==> src/lpf_ram.sv <==
// ----------------------------------------------------------------------------
// Generic simple dual-port RAM
// One write port and one read port with a registered read that holds its value.
// ----------------------------------------------------------------------------
module lpf_ram #(
  parameter int unsigned WIDTH = 8,
  parameter int unsigned DEPTH = 256,
  localparam int unsigned AW   = $clog2(DEPTH)
) (
  input  logic             clk_i,
  input  logic             we_i,
  input  logic [AW-1:0]    waddr_i,
  input  logic [WIDTH-1:0] wdata_i,
  input  logic             re_i,
  input  logic [AW-1:0]    raddr_i,
  output logic [WIDTH-1:0] rdata_o
);

  logic [WIDTH-1:0] mem_q [DEPTH];
  logic [WIDTH-1:0] rdata_q;

  always_ff @(posedge clk_i) begin
    if (we_i) begin
      mem_q[waddr_i] <= wdata_i;
    end
    if (re_i) begin
      rdata_q <= mem_q[raddr_i];
    end
  end

  assign rdata_o = rdata_q;

endmodule

==> config.mk <==
export PLATFORM = sky130hd
export DESIGN_NAME = lpf_ram
export DESIGN_NICKNAME = d
export VERILOG_FILES = /design/src/lpf_ram.sv
export SDC_FILE = /design/constraint.sdc
export NUM_CORES = 2
export LEC_CHECK = 0
export ABC_AREA = 0
export BUFFER_PORTS_ARGS = -buffer_cell sky130_fd_sc_hd__buf_4
export CAP_MARGIN = 20
export CORE_ASPECT_RATIO = 1.5
export CORE_UTILIZATION = 45
export DETAILED_ROUTE_END_ITERATION = 16
export RECOVER_POWER = 25
export SETUP_SLACK_MARGIN = 0.2
export SLEW_MARGIN = 20
export SYNTH_ARGS = -nofsm -noshare
export SYNTH_HDL_FRONTEND = slang
export SYNTH_SLANG_ARGS = --single-unit
==> constraint.sdc <==
create_clock -name clk_i -period 3.83 [get_ports clk_i]
set_input_delay 0.9575 -clock clk_i [delete_from_list [all_inputs] [get_ports clk_i]]
set_output_delay 0.9575 -clock clk_i [all_outputs]
set_load 0.005 [all_outputs]
==> summary.txt <==
Clock tree
  • Postcts setup bufs: 0
  • Clock Latency Late Sink: roughly 0.8 ns
  • CTS tree: yes
  • TritonCTS Buffers: around 180
  • CTS root buf: clkbuf_16
  • H-tree depth: 4
  • Clock Path Buffers: 3
  • CTS sink cnt: 2056
  • Worst-path clk slew: roughly 0.060 ns

STA
  • Final Hold Viols: 0
  • Fin. max-slew vios: a little under 700
  • Skew final: between 0.02 and 0.03 ns
  • PnR worst setup slack: approximately 0.28 ns
  • Worst slew margin: -1.117
  • Smallest hold slack: just under 0.8 ns
  • Final setup vio count: 0
  • Setup TNS: 0 ns
  • Max Freq: roughly 0.28 GHz
  • Tcrit/Tclk final: 0.9276
  • Slew @ Worst Pin: about 3.2 ns
  • RSZ-0062 raised after global routing: no
  • Min cycle time layout: roughly 3.6 ns

Floorplanning
  • Full die area: 0.1787 mm^2
  • Die width: 345.5 um
  • Num rows: roughly 190
  • # IOs: 35
  • Starting density of the core: 0.4544
  • Overall die height: about 520 um
  • Core ar.: between 0.15 and 0.2 mm^2

Worst setup path
  • Critical path launch point type: input pin
  • Crit path buffers/inverters: 2
  • CP Data Required Time: 4.34 ns
  • Slowest CP cell: clkbuf_1
  • Crit-path leading delay family: buffers and inverters
  • Critical setup path kind: in -> reg
  • Worst path cell trace: clkbuf_1 -> buf_4
  • Worst setup EP type: flop
  • CP arrival: slightly above 4 ns
  • Worst-path fanout max: 63
  • CP peak stage delay: roughly 2.1 ns

Finish
  • Share of post-route cells with drive strength above 1: 0.2891
  • Area of the multi-input gates: 0.01650 mm^2
  • Area growth syn-to-layout: 15.02%
  • Register area: about 0.06 mm^2
  • Non-filler instance count after layout: 6666
  • Commonest non-fill, non-tap cell in the layout: edfxtp_1
  • Most frequent cells in the layout: edfxtp_1, buf_4, mux4_2
  • Fill cells: about 13000
  • Final design instance area without fill: 0.09160 mm^2
  • Nets: ~4300

Outcome
  • Failing checks: capacitance limit, slew limit
  • Status: finished, violations left

Global routing
  • Initial antenna violation count: 13
  • Total gr overflow: 0
  • Global Route Usage Sum: 0.2322
  • Vias in the first global route: 40847
  • First-pass GRT wire length: between 200000 and 300000 um
  • Largest net degree at the start of global routing: between 100 and 150

Detailed routing
  • Routed len/inst: slightly above 30 um
  • Total wire length: between 200000 and 250000 um
  • First DRT Iteration DRCs: ~3700
  • DR vias: between 30000 and 40000
  • DR DRC count: 0
  • Via density: a little under 6
  • Length of the first detailed-routing pass in iterations: 6
  • Post-route ant nets: 0

Job
  • Max-cap viol count: 9

Power
  • Psw: between 9 and 10 mW
  • P_int: about 36 mW
  • Reg power frac: 0.548
  • Power per cell area: just under 500 mW/mm^2
  • Peak VDD IR: ~0.40 mV
  • Sw frac: 0.2119
  • Leak pwr: 29.06 nW
  • Combinational Power Share: 0.054
  • Clock power frac: 0.398

Place
  • Area post-placement: 0.08592 mm^2
  • DP HPWL: approximately 140000 um
  • PortBufs: 34
  • Inst Count DP: roughly 6300
  • Placement Setup Slack: -1.041 ns
  • RD Place Congestion: 0.8645

Synthesis
  • Ranking of synthesized cells by area: edfxtp_1, mux4_2, mux2i_1
  • Top-area cell type share of the netlist area: 0.7753
  • Synth warn: 0
  • Post-synth EDFFs: between 2000 and 2500
  • Mapped Nets: 3760
  • Area leader, netlist: edfxtp_1
  • Asr flop ratio synth: 0
  • Synth Register Bits: roughly 2100
  • Synth cell types: 54
  • Most used DFF post-synth: edfxtp_1
  • Synth Cell Area: ~0.08 mm^2
  • Register area share after synthesis: 0.7753
  • Syn avg cell area: ~21 um^2
  • Syn Inst Count: about 3700

Worst hold path
  • Worst Hold Class: in -> reg
-- worst paths after layout --
| check | startpoint | cells after the start | to | slack, ns |
|---|---|---|---|---|
| max | wdata_i[4] | 2 | mem_q[90][4] | 0.28 |
| min | waddr_i[4] | 3 | mem_q[188][1] | 0.78 |
| max reg2reg | mem_q[41][2] | 6 | rdata_o[2] | 0.86 |
| min reg2reg | mem_q[199][2] | 5 | rdata_o[2] | 1.23 |
-- logic make-up (layout without fill, tap and decap cells) --
family | after synthesis | count (layout) | share of synthesized area
AND/OR/NAND/NOR | 466 | 466 | 0.02625
AO/OA/AOI/OAI | 385 | 385 | 0.03416
multiplexers | 591 | 591 | 0.1460
flip-flops | 2056 | 2056 | 0.7753
other | 0 | 3 | 0
buffers and inverters | 235 | 885 | 0.01829
-- final cells by class --
type                            count  share of cell area
Antenna cell                        3          0.00008196
Clock buffer                      224             0.05214
Clock inverter                    109             0.01105
Inverter                            2          0.00008196
Multi-Input combinational cell   1442              0.1802
Sequential cell                  2056              0.6740
Tap cell                         2280             0.03115
Timing Repair Buffer              550             0.05129
-- layer usage --
layer / share of wire / vias up / GRT usage
met5: 0.00049 / - / 0
met2: 0.54 / 1376 / 0.4233
met3: 0.058 / 354 / 0.03700
met4: 0.037 / 16 / 0.08574
met1: 0.37 / 21231 / 0.2766
li1: - / 16685 / -
-- power by group through the flow --
stage	combinational [mW]	clock (mW)	sequential (mW)
5_1_grt	2.57	19.1	24.8
3_3_place_gp	2.46	0	25.3
2_1_floorplan	1.21	0	25.3
6_report	2.45	18.1	24.9
4_1_cts	2.49	18.3	24.8
3_5_place_dp	2.49	0	25.3
-- repair_timing --
action | CTS | global route
gates resized for setup | 1 | 0
hold buffers | 0 | 0
endpoints found under the setup margin | 1 | 0
-- registers in the layout, summed over array words and instances (netlist names) --
name and count:
mem_q 2048, rdata_o 8
-- per-stage QoR --
| step | power, mW | utilization |
|---|---|---|
| 2_1_floorplan | 26.51 | - |
| 3_3_place_gp | 27.78 | 0.4902 |
| 3_5_place_dp | 27.80 | 0.4903 |
| 4_1_cts | 45.67 | 0.5234 |
| 5_1_grt | 46.53 | 0.5226 |
| 6_report | 45.38 | 0.5227 |
-- synthesized netlist by cell type (all sizes together) (6+ instances only) --
master / n
edfxtp: 2056
mux4: 456
nor2: 282
mux2i: 134
a22oi: 133
buf: 122
clkbuf: 111
a21oi: 96
o221ai: 47
nand3: 34
nand2: 33
nor2b: 31
o22ai: 28
nor4: 27
nor3: 22
a211oi: 16
a221oi: 14
o21ai: 12
nand4: 10
o211ai: 10
a22o: 8
nand2b: 8
and2: 6
Note: power is estimated with default switching activity, not from simulation.
